===== config.mk =====
export PLATFORM = sky130hd
export DESIGN_NAME = deadline_timer_queue
export DESIGN_NICKNAME = d
export VERILOG_FILES = /design/src/hw/rtl/dtq_pkg.sv /design/src/hw/rtl/deadline_timer_queue.sv /design/src/hw/rtl/dtq_cell.sv
export SDC_FILE = /design/constraint.sdc
export NUM_CORES = 2
export LEC_CHECK = 0
export ABC_AREA = 1
export BUFFER_PORTS_ARGS = -buffer_cell sky130_fd_sc_hd__buf_2
export CAP_MARGIN = 0
export CELL_PAD_IN_SITES_DETAIL_PLACEMENT = 0
export CELL_PAD_IN_SITES_GLOBAL_PLACEMENT = 2
export CORE_MARGIN = 5
export CORE_UTILIZATION = 45
export CTS_BUF_LIST = sky130_fd_sc_hd__clkbuf_4
export DETAILED_ROUTE_END_ITERATION = 16
export PLACE_DENSITY = 0.87
export SLEW_MARGIN = 25
export SYNTH_ARGS = -nofsm -noshare
export SYNTH_HDL_FRONTEND = slang
export SYNTH_SLANG_ARGS = --single-unit

===== constraint.sdc =====
create_clock -name aclk -period 39.7 [get_ports aclk]
set_input_delay 0 -clock aclk [delete_from_list [all_inputs] [get_ports aclk]]
set_output_delay 0 -clock aclk [all_outputs]
set_load 0.02 [all_outputs]

===== src/hw/rtl/dtq_pkg.sv =====
// ----------------------------------------------------------------------------
// dtq_pkg
// Shared types, codes and helpers for the deadline timer queue.
// ----------------------------------------------------------------------------
package dtq_pkg;

    localparam int HANDLE_W   = 16;
    localparam int TIME_W     = 32;
    localparam int PERIOD_W   = 24;
    localparam int TAG_W      = 8;

    // request codes
    localparam logic [1:0] REQ_ARM_ONCE     = 2'd0;
    localparam logic [1:0] REQ_ARM_PERIODIC = 2'd1;
    localparam logic [1:0] REQ_CANCEL       = 2'd2;
    localparam logic [1:0] REQ_POLL         = 2'd3;

    // status codes
    localparam logic [1:0] STS_OK          = 2'd0;
    localparam logic [1:0] STS_FULL        = 2'd1;
    localparam logic [1:0] STS_NOT_FOUND   = 2'd2;
    localparam logic [1:0] STS_NOTHING_DUE = 2'd3;

    typedef struct packed {
        logic                valid;
        logic [HANDLE_W-1:0] handle;
        logic [TIME_W-1:0]   deadline;
        logic [PERIOD_W-1:0] period;
        logic [TAG_W-1:0]    tag;
    } entry_t;

    typedef enum logic [1:0] {
        OP_HOLD,
        OP_INSERT,
        OP_REMOVE
    } op_t;

    // command broadcast to every cell of the chain
    typedef struct packed {
        op_t                 op;
        entry_t              ins;
        logic [HANDLE_W-1:0] target;
    } cmd_t;

    localparam entry_t ENTRY_EMPTY = '0;

    // a is earlier than b when the wrapping difference is negative
    function automatic logic earlier(input logic [TIME_W-1:0] a,
                                     input logic [TIME_W-1:0] b);
        logic [TIME_W-1:0] diff;
        diff = a - b;
        return diff[TIME_W-1];
    endfunction

endpackage


===== src/hw/rtl/deadline_timer_queue.sv =====
// Sequence: an arm passes S_ARM into the output register; a poll passes S_POLL,
//   and S_REARM as well when a periodic entry is re-armed; a cancel stays in S_CANCEL while entries still match.
// Flow: one request at a time; a result waiting in the output register does not
//   hold the input.
// Reset (synchronous, active low) clears all slot valid bits and the handle
//   counter at once; no clearing pass.
// ----------------------------------------------------------------------------
// deadline_timer_queue
// Timer table kept sorted by deadline in a chain of cells; arm, cancel, poll.
// ----------------------------------------------------------------------------
module deadline_timer_queue
    import dtq_pkg::*;
#(
    parameter int TABLE_DEPTH = 16
) (
    input  logic                aclk,
    input  logic                aresetn,
    input  logic                s_valid,
    output logic                s_ready,
    input  logic [1:0]          s_req_type,
    input  logic [TIME_W-1:0]   s_now_ms,
    input  logic [PERIOD_W-1:0] s_delay_ms,
    input  logic [TAG_W-1:0]    s_action_tag,
    input  logic [HANDLE_W-1:0] s_target_handle,
    output logic                m_valid,
    input  logic                m_ready,
    output logic [1:0]          m_status,
    output logic [HANDLE_W-1:0] m_new_handle,
    output logic                m_fired,
    output logic [HANDLE_W-1:0] m_fired_handle,
    output logic [TAG_W-1:0]    m_fired_tag
);

    typedef enum logic [2:0] {
        S_IDLE,
        S_ARM,
        S_CANCEL,
        S_POLL,
        S_REARM
    } state_t;

    state_t              state_reg, state_next;
    logic [1:0]          req_reg, req_next;
    logic [TIME_W-1:0]   now_reg, now_next;
    logic [PERIOD_W-1:0] delay_reg, delay_next;
    logic [TAG_W-1:0]    tag_reg, tag_next;
    logic [HANDLE_W-1:0] target_reg, target_next;
    logic [HANDLE_W-1:0] counter_reg, counter_next;
    logic                found_reg, found_next;
    entry_t              fire_reg, fire_next;

    logic                m_valid_reg, m_valid_next;
    logic [1:0]          m_status_reg, m_status_next;
    logic [HANDLE_W-1:0] m_new_handle_reg, m_new_handle_next;
    logic                m_fired_reg, m_fired_next;
    logic [HANDLE_W-1:0] m_fired_handle_reg, m_fired_handle_next;
    logic [TAG_W-1:0]    m_fired_tag_reg, m_fired_tag_next;

    cmd_t                cmd;
    logic                carry0;
    entry_t              entries [TABLE_DEPTH];
    logic [TABLE_DEPTH:0] carry;
    logic [TABLE_DEPTH-1:0] valid_vec;

    logic                out_free;
    logic                table_full;
    logic                due;
    logic                arm_done;

    // ---------------- cell chain ----------------
    assign carry[0] = carry0;

    for (genvar i = 0; i < TABLE_DEPTH; i++) begin : g_cell
        entry_t prev_e;
        entry_t next_e;
        if (i == 0) begin : g_first
            assign prev_e = ENTRY_EMPTY;
        end else begin : g_mid_prev
            assign prev_e = entries[i-1];
        end
        if (i == TABLE_DEPTH - 1) begin : g_last
            assign next_e = ENTRY_EMPTY;
        end else begin : g_mid_next
            assign next_e = entries[i+1];
        end

        dtq_cell u_cell (
            .aclk       (aclk),
            .aresetn    (aresetn),
            .cmd        (cmd),
            .prev_entry (prev_e),
            .next_entry (next_e),
            .carry_in   (carry[i]),
            .entry      (entries[i]),
            .carry_out  (carry[i+1])
        );

        assign valid_vec[i] = entries[i].valid;
    end

    assign table_full = entries[TABLE_DEPTH-1].valid;
    assign due        = entries[0].valid && !earlier(now_reg, entries[0].deadline);
    assign out_free   = !m_valid_reg || m_ready;

    assign s_ready = (state_reg == S_IDLE);
    assign m_valid        = m_valid_reg;
    assign m_status       = m_status_reg;
    assign m_new_handle   = m_new_handle_reg;
    assign m_fired        = m_fired_reg;
    assign m_fired_handle = m_fired_handle_reg;
    assign m_fired_tag    = m_fired_tag_reg;

    // ---------------- control ----------------
    always_comb begin
        state_next   = state_reg;
        req_next     = req_reg;
        now_next     = now_reg;
        delay_next   = delay_reg;
        tag_next     = tag_reg;
        target_next  = target_reg;
        counter_next = counter_reg;
        found_next   = found_reg;
        fire_next    = fire_reg;

        m_valid_next        = m_valid_reg && !m_ready;
        m_status_next       = m_status_reg;
        m_new_handle_next   = m_new_handle_reg;
        m_fired_next        = m_fired_reg;
        m_fired_handle_next = m_fired_handle_reg;
        m_fired_tag_next    = m_fired_tag_reg;

        cmd        = '{op: OP_HOLD, ins: ENTRY_EMPTY, target: target_reg};
        carry0     = 1'b0;
        arm_done   = 1'b0;

        unique case (state_reg)
            S_IDLE: begin
                if (s_valid) begin
                    req_next    = s_req_type;
                    now_next    = s_now_ms;
                    delay_next  = s_delay_ms;
                    tag_next    = s_action_tag;
                    target_next = s_target_handle;
                    found_next  = 1'b0;
                    unique case (s_req_type)
                        REQ_ARM_ONCE, REQ_ARM_PERIODIC: state_next = S_ARM;
                        REQ_CANCEL:                     state_next = S_CANCEL;
                        default:                        state_next = S_POLL;
                    endcase
                end
            end
            S_ARM: begin
                if (out_free) begin
                    m_valid_next        = 1'b1;
                    m_fired_next        = 1'b0;
                    m_fired_handle_next = '0;
                    m_fired_tag_next    = '0;
                    if (table_full) begin
                        m_status_next     = STS_FULL;
                        m_new_handle_next = '0;
                    end else begin
                        arm_done          = 1'b1;
                        cmd.op            = OP_INSERT;
                        cmd.ins.valid     = 1'b1;
                        cmd.ins.handle    = counter_reg;
                        cmd.ins.deadline  = now_reg + TIME_W'(delay_reg);
                        cmd.ins.period    = (req_reg == REQ_ARM_PERIODIC) ? delay_reg : '0;
                        cmd.ins.tag       = tag_reg;
                        counter_next      = counter_reg + 1'b1;
                        m_status_next     = STS_OK;
                        m_new_handle_next = counter_reg;
                    end
                    state_next = S_IDLE;
                end
            end
            S_CANCEL: begin
                // one matching entry leaves the chain per cycle
                cmd.op = OP_REMOVE;
                if (carry[TABLE_DEPTH]) begin
                    found_next = 1'b1;
                end else if (out_free) begin
                    m_valid_next        = 1'b1;
                    m_status_next       = found_reg ? STS_OK : STS_NOT_FOUND;
                    m_new_handle_next   = '0;
                    m_fired_next        = 1'b0;
                    m_fired_handle_next = '0;
                    m_fired_tag_next    = '0;
                    state_next          = S_IDLE;
                end
            end
            S_POLL: begin
                if (due && entries[0].period != '0) begin
                    cmd.op     = OP_REMOVE;
                    carry0     = 1'b1;
                    fire_next  = entries[0];
                    state_next = S_REARM;
                end else if (out_free) begin
                    m_valid_next      = 1'b1;
                    m_new_handle_next = '0;
                    if (due) begin
                        cmd.op              = OP_REMOVE;
                        carry0              = 1'b1;
                        m_status_next       = STS_OK;
                        m_fired_next        = 1'b1;
                        m_fired_handle_next = entries[0].handle;
                        m_fired_tag_next    = entries[0].tag;
                    end else begin
                        m_status_next       = STS_NOTHING_DUE;
                        m_fired_next        = 1'b0;
                        m_fired_handle_next = '0;
                        m_fired_tag_next    = '0;
                    end
                    state_next = S_IDLE;
                end
            end
            S_REARM: begin
                if (out_free) begin
                    cmd.op              = OP_INSERT;
                    cmd.ins             = fire_reg;
                    cmd.ins.valid       = 1'b1;
                    cmd.ins.deadline    = now_reg + TIME_W'(fire_reg.period);
                    m_valid_next        = 1'b1;
                    m_status_next       = STS_OK;
                    m_new_handle_next   = '0;
                    m_fired_next        = 1'b1;
                    m_fired_handle_next = fire_reg.handle;
                    m_fired_tag_next    = fire_reg.tag;
                    state_next          = S_IDLE;
                end
            end
            default: begin
                state_next = S_IDLE;
            end
        endcase
    end

    always_ff @(posedge aclk) begin
        if (!aresetn) begin
            state_reg   <= S_IDLE;
            counter_reg <= '0;
            found_reg   <= 1'b0;
            m_valid_reg <= 1'b0;
        end else begin
            state_reg   <= state_next;
            counter_reg <= counter_next;
            found_reg   <= found_next;
            m_valid_reg <= m_valid_next;
        end
        req_reg            <= req_next;
        now_reg            <= now_next;
        delay_reg          <= delay_next;
        tag_reg            <= tag_next;
        target_reg         <= target_next;
        fire_reg           <= fire_next;
        m_status_reg       <= m_status_next;
        m_new_handle_reg   <= m_new_handle_next;
        m_fired_reg        <= m_fired_next;
        m_fired_handle_reg <= m_fired_handle_next;
        m_fired_tag_reg    <= m_fired_tag_next;
    end

`ifndef SYNTHESIS
    // live slots always form a solid run from slot 0
    a_valid_packed: assert property (@(posedge aclk) disable iff (!aresetn)
        $onehot({1'b0, valid_vec} + (TABLE_DEPTH+1)'(1)))
        else $error("timer chain has a hole");

    a_handle_step: assert property (@(posedge aclk) disable iff (!aresetn)
        arm_done |=> counter_reg == $past(counter_reg) + 1'b1)
        else $error("handle counter did not advance on arm");

    a_fired_ok: assert property (@(posedge aclk) disable iff (!aresetn)
        m_valid_reg && m_fired_reg |-> m_status_reg == STS_OK)
        else $error("fired result without ok status");

    a_full_blocks: assert property (@(posedge aclk) disable iff (!aresetn)
        (state_reg == S_ARM) && table_full && out_free |=> m_status_reg == STS_FULL)
        else $error("full table not reported");
`endif

endmodule


===== src/hw/rtl/dtq_cell.sv =====
// ----------------------------------------------------------------------------
// dtq_cell
// One slot of the sorted timer chain. Takes the new entry, its upper
// neighbor (shift down on insert) or its lower neighbor (shift up on remove).
// ----------------------------------------------------------------------------
module dtq_cell
    import dtq_pkg::*;
(
    input  logic   aclk,
    input  logic   aresetn,
    input  cmd_t   cmd,
    input  entry_t prev_entry,
    input  entry_t next_entry,
    input  logic   carry_in,
    output entry_t entry,
    output logic   carry_out
);

    logic   valid_reg;
    logic   valid_next;
    entry_t data_reg;
    entry_t data_next;
    logic   hit;

    assign entry = '{valid: valid_reg, handle: data_reg.handle,
                     deadline: data_reg.deadline, period: data_reg.period,
                     tag: data_reg.tag};

    always_comb begin
        unique case (cmd.op)
            OP_INSERT: hit = !valid_reg || earlier(cmd.ins.deadline, data_reg.deadline);
            OP_REMOVE: hit = valid_reg && (data_reg.handle == cmd.target);
            default:   hit = 1'b0;
        endcase
    end

    // carry marks that the insert or remove point lies above this cell
    assign carry_out = carry_in | hit;

    always_comb begin
        data_next  = data_reg;
        valid_next = valid_reg;
        unique case (cmd.op)
            OP_INSERT: begin
                if (carry_in) begin
                    data_next  = prev_entry;
                    valid_next = prev_entry.valid;
                end else if (hit) begin
                    data_next  = cmd.ins;
                    valid_next = 1'b1;
                end
            end
            OP_REMOVE: begin
                if (carry_in || hit) begin
                    data_next  = next_entry;
                    valid_next = next_entry.valid;
                end
            end
            default: begin
            end
        endcase
    end

    always_ff @(posedge aclk) begin
        if (!aresetn) begin
            valid_reg <= 1'b0;
        end else begin
            valid_reg <= valid_next;
        end
    end

    always_ff @(posedge aclk) begin
        data_reg <= data_next;
    end

endmodule


### Yosys cells after proc, flatten, opt, wreduce, memory -nomap -nowiden

Index checks and enable logic that the tools add are counted.

| cells by class | value |
|---|---|
| add/subtract/negate cells | 20 |
| eq/ne operators | 65 |
| mux-type cells | 206 |
| bitwise gates (word level) | 17 |
| reduce and logical (&&, ||, !) cells | 103 |

Operators by type and width:

| operator | count |
|---|---|
| $mux 80 | 48 |
| $pmux 80 s2 | 17 |
| $sub 32x32->32 | 17 |
| $eq 16x16->1 | 16 |
| $mux 82 | 3 |
| $mux 16 | 11 |
| $pmux 16 s4 | 2 |
| $pmux 1 s2 | 33 |
| $add 32x24->32 | 2 |
| $mux 1 | 63 |
| $reduce_and 3->1 | 18 |
| $mux 8 | 6 |
| $ne 3x1->1 const B | 16 |
| $ne 2x1->1 const B | 17 |
| $logic_or 1x1->1 | 33 |
| $pmux 8 s4 | 1 |
| $mux 24 | 1 |
| $reduce_bool 24->1 | 1 |
| $mux 2 | 11 |
| $logic_and 1x1->1 | 19 |
| $logic_not 1->1 | 19 |
| $add 16x1->16 const B | 1 |
| $or 1x1->1 | 16 |
| $pmux 2 s4 | 2 |
| other kinds (21) | 38 |

| storage, ports and cells | value |
|---|---|
| register bits | 1490 |
| bits of input ports | 86 |
| output and inout port bits | 45 |
| word-level logic and storage cells | 508 |

### Logic depth before layout (Yosys ltp)

| depth | value |
|---|---|
| word-level depth | 27 |
| depth in mapped cells | 51 |
| mapped depth without buffers | 49 |

### Modules after synthesis

A second synthesis with hierarchy kept.

| unflattened totals | value |
|---|---|
| cells, all modules | 11630 |
| area, all modules | 94141.5 um2 |

By module, submodules not included:

| module | times used | cells an instance | area an instance (um2) | sequential area each (um2) |
|---|---|---|---|---|
| dtq_cell (g_cell[2].u_cell ...) | 8 | 645 | 5170.0 | 2422.3 |
| dtq_cell (g_cell[0].u_cell ...) | 8 | 645 | 5168.7 | 2422.3 |
| deadline_timer_queue | 1 | 1310 | 11432.2 | 5615.4 |

### Worst setup path before layout

OpenSTA, ideal clock, no wires.

| timing | value |
|---|---|
| kind | flip-flop to flip-flop |
| start point | reg now_reg[1] |
| end point | reg g_cell[3].u_cell.valid_reg |
| setup time | 0.112 ns |
| arrival | 13.605 ns |
| data required time | 39.588 ns |
| setup slack | 25.983 ns |
| cell stages (with the launch flop) | 40 |
| path buffers | 1 |
| clock period less this slack | 13.717 ns |
| cell sequence | edfxtp_1 -> inv_1 -> fa_1 -> o21ai_0 -> nand2_1 -> nand2_1 -> a21oi_1 -> nor2_1 -> nor2_1 -> o21bai_1 -> inv_1 -> nor2_1 -> nor2_1 -> o21bai_1 -> a31oi_1 -> o21ai_0 -> a21oi_1 -> o21ai_0 -> (+4 left out) -> a21oi_1 -> or2_2 -> nand3_1 -> inv_1 -> nand2_1 -> a21oi_1 -> nand3_1 -> nand3_1 -> nand2_1 -> nand2_1 -> a21oi_2 -> a21oi_1 -> inv_1 -> nand2_1 -> nor2_1 -> nand2_1 -> o21ai_0 -> a31oi_1 |

| on the way | value |
|---|---|
| cells in the longest elaborated chain, start to end | 15 |
| elaborated cells on any way between the ends | 42 |
| those cells by class | 7 x add/sub; 4 x eq/ne; 18 x mux; 3 x bitwise; 10 x reduce/logical |

RTL lines:

| what | RTL line | text |
|---|---|---|
| start, declared | deadline_timer_queue.sv:44 | `logic [TIME_W-1:0] now_reg, now_next;` |
| start signal, assigned | deadline_timer_queue.sv:250 | `now_reg <= now_next;` |
| parallel branches: the longest is 15 deep, another holds $add 32x24->32 | - |  |
| end signal, assigned | dtq_cell.sv:68 | `valid_reg <= valid_next;` |
| end, declared | dtq_cell.sv:19 | `logic valid_reg;` |

Several ways; the timed one is not identified.
A chain may end at the register's enable or synchronous reset.

==> qor.yml <==
route:
  num_vias: 78800
  first_iter_violations: 8550
  via_per_inst: 5.96
  totalWireLength_um: 334000
  drtPass1Iterations: 6
  post_drt_wl_per_cell_um: 25.2
  route.detailed.drc: 0
  drtAntennaViolNets: 0
timing:
  fmax_mhz: 73.2
  finalSetupViolCount: 0
  finalClockSkew_ps: 190
  slew_violations: 0
  tightest_slew_ps: 1100
  finalCriticalPeriod_ps: 13670
  hold_viol_final: 0
  maxSlewHeadroom_pct: 25.6
  finalCritPeriodShare_pct: 34.4
  grt_setup_unrepaired: "no"
  final.setup.tns_ps: 0
finish:
  nFillCells: 18600
  final_nets: 10900
  stdcell_count: 13200
  drive_gt1_share_pct: 10.3
  areaGrowthSynthToFinish_pct: 12.3
  largest_reg_flops: 1280
global_routing:
  track_usage_pct: 31.3
  grt_max_degree: 195
  grt_pass1_vias: 77300
  antenna_found_initial: 8
  grt_first_pass_wirelength_um: 491000
  grt.overflow.total: 0
pwr:
  p_leak_nw: 39.7
  peakVddDrop_v: 0.0000631
  power-per-cell-area_nw_per_um2: 79.0
  finalPower_w: 0.00789
cts:
  clkSlewWorstSetupHoldPaths_ps: 80
  clockRootBuffer: "clkbuf_4"
  numCtsBuffers: 441
  clock_path_buffers: 4
  postCtsSetupRepairBufs: 0
  htreeDepth: 5
  ctsHoldBuffers: 257
  clock-sinks: 1490
  ctsResizeCount: 0
  cts_tree: "done"
  clock_latency_ps: 1480
place:
  port_buffers: 130
  dp_hpwl_um: 221000
  dp.cells: 12200
  gp_congestion: 0.910
yosys:
  syn_inst: 9933
  syn_area_sq_um: 88900
  synth.avg_cell_area_sq_um: 8.95
  yosysWarnings: 0
  syn_nets: 10600
  ys_seq_area_share_pct: 49.9
  ys.flop_type: "edfxtp_1"
  synth-seq-cells: 1490
  synth-edff-count: 1453
  synth-async-reset-ratio_pct: 0
  ys_types: 54
floorplan:
  die_w_um: 454
  design.die.area_sq_um: 206000
  num_rows: 163
  die_h_um: 454
  core_area_sq_um: 197000
  ios: 131
  initial_core_util_pct: 45.2
worst_setup_path:
  critical_path.max_stage_delay_ps: 900
  worst_setup_path_start_kind: "register"
  regToRegStartpoint: "now_reg[0]"
  crit_fanout: 49
  critPathRequiredTime_ps: 40770
  startpoint: "now_reg[0]"
  worstSetupPathType: "register to register"
  crit_path_top_delay_cell: "inv_2"
  end_kind: "register"
  crit_top_cell: "nand2_1"
  arrival_ps: 14730
status:
  outcome: "finished, final reports clean"
hold_path:
  hold_path.startpoint: "s_valid"
  min_path_type: "input pin to register"
flow_run:
  maxCapViolCount: 0
==> path summary, 6_finish.rpt <==
| kind | endpoint | slack (ps) | depth (start not counted) |
|---|---|---|---|
| worst max-delay path | g_cell[14].u_cell.entry[33] | 26030 | 50 |
| worst min-delay path | tag_reg[5] | 210 | 5 |
| worst max register to register | g_cell[14].u_cell.entry[33] | 26030 | 50 |
| worst min register to register | fire_reg[4] | 450 | 0 |
==> synthesized netlist by cell type (5+ instances only) <==
cell       instances  area share (%)
dfxtp_1           37            0.83
and3_1             5           0.035
o21ai_0         1191             6.7
a31oi_1          168             1.2
edfxtp_1        1453              49
nand4_1          117            0.82
nand3_1          113            0.64
o21ai_1           45            0.25
o2111ai_1         12            0.12
or2_2             27            0.19
clkinv_1          13           0.055
nor2_1           650             2.7
xor2_1           107             1.1
nand2_1         1911             8.1
o22ai_1           76            0.54
o211ai_1          69            0.58
inv_1            862             3.6
clkbuf_1         544             2.3
nor4_1            36            0.25
buf_1             47            0.20
buf_2             43            0.24
inv_2             14           0.059
ha_1             561             7.9
a21oi_1         1146             6.5
a211oi_1          55            0.46
a221oi_1           5           0.049
o21bai_1           9           0.076
o221ai_1          15            0.15
nor3b_1            8           0.068
nor3_1            46            0.26
a21o_1             8           0.068
buf_6              5           0.063
xnor2_1          146             1.4
o21a_1            24            0.20
a22oi_1          331             2.8
==> layout by cell type, fill, tap and decap left out, types with 15 or more instances in the layout <==
cell type / instances
nand4_1: 117
nand2_1: 1899
dlygate4sd3_1: 257
clkinv_1: 81
xnor2_1: 146
a22oi_1: 331
a31oi_1: 166
buf_2: 132
or2_2: 27
buf_4: 164
o221ai_1: 15
clkbuf_4: 653
ha_1: 560
nor3_1: 46
o21ai_0: 1183
a211oi_1: 55
o21ai_1: 41
nor4_1: 35
o211ai_1: 69
inv_1: 845
inv_2: 22
nor2_1: 645
o22ai_1: 72
o21a_1: 24
edfxtp_1: 1453
a21oi_1: 1141
nand3_1: 111
xor2_1: 107
dfxtp_1: 37
==> cell type report <==
class                      count  area [sq um]  area share, %
clock buffer                 653          4900           4.91
antenna                        7          17.5         0.0175
tap                         2640          3300           3.31
timing repair buffer         557          4530           4.54
clock inverter                82           324          0.325
inverter                     889          3380           3.38
sequential                  1490         44400           44.5
multi-input combinational   6914         39000           39.1
==> cell families after synthesis <==
group                      Yosys count  share of synthesized area [%]
AOI/OAI and AO/OA                 3165                           19.7
DFF                               1490                           49.9
and+or+nand+nor                   2933                           13.3
adders and majority gates          563                           7.94
xor gates and xnor gates           253                           2.49
buffers and inverters             1529                           6.57
==> per-stage QoR <==
stage          area [sq um]  setup slack [ps]  util (%)  hold WS, ps
3_5_place_dp          92000             26320      46.7          178
5_1_grt               99800             25220      50.7          167
6_report              99800             26030      50.7          206
2_1_floorplan         88900             25980         -         98.9
3_3_place_gp          91900             26390      46.7          177
4_1_cts               99800             26230      50.7         31.5
==> per-layer routing <==
metal / wire length (um) / track usage [%] / vias to the layer above
li1: - / - / 36100
met1: 137000 / 41.1 / 38300
met2: 152000 / 50.2 / 3684
met3: 27400 / 5.98 / 762
met5: 9 / 0 / -
met4: 16900 / 14.9 / 2
==> where the power goes <==
group          internal, W  switching, W
registers          0.00272      0.000379
clock network     0.000740      0.000716
logic             0.000879       0.00245
==> worst max-delay path: cells and delay by family, from the launching register on <==
family | cells | cell delay [ps]
AO/OA/AOI/OAI | 12 | 3420
flip-flops | 1 | 410
AND/OR/NAND/NOR | 26 | 4890
adder cells (fa/ha/maj) | 3 | 970
buffers and inverters | 9 | 3520
Power figures use the tool's default switching activity.
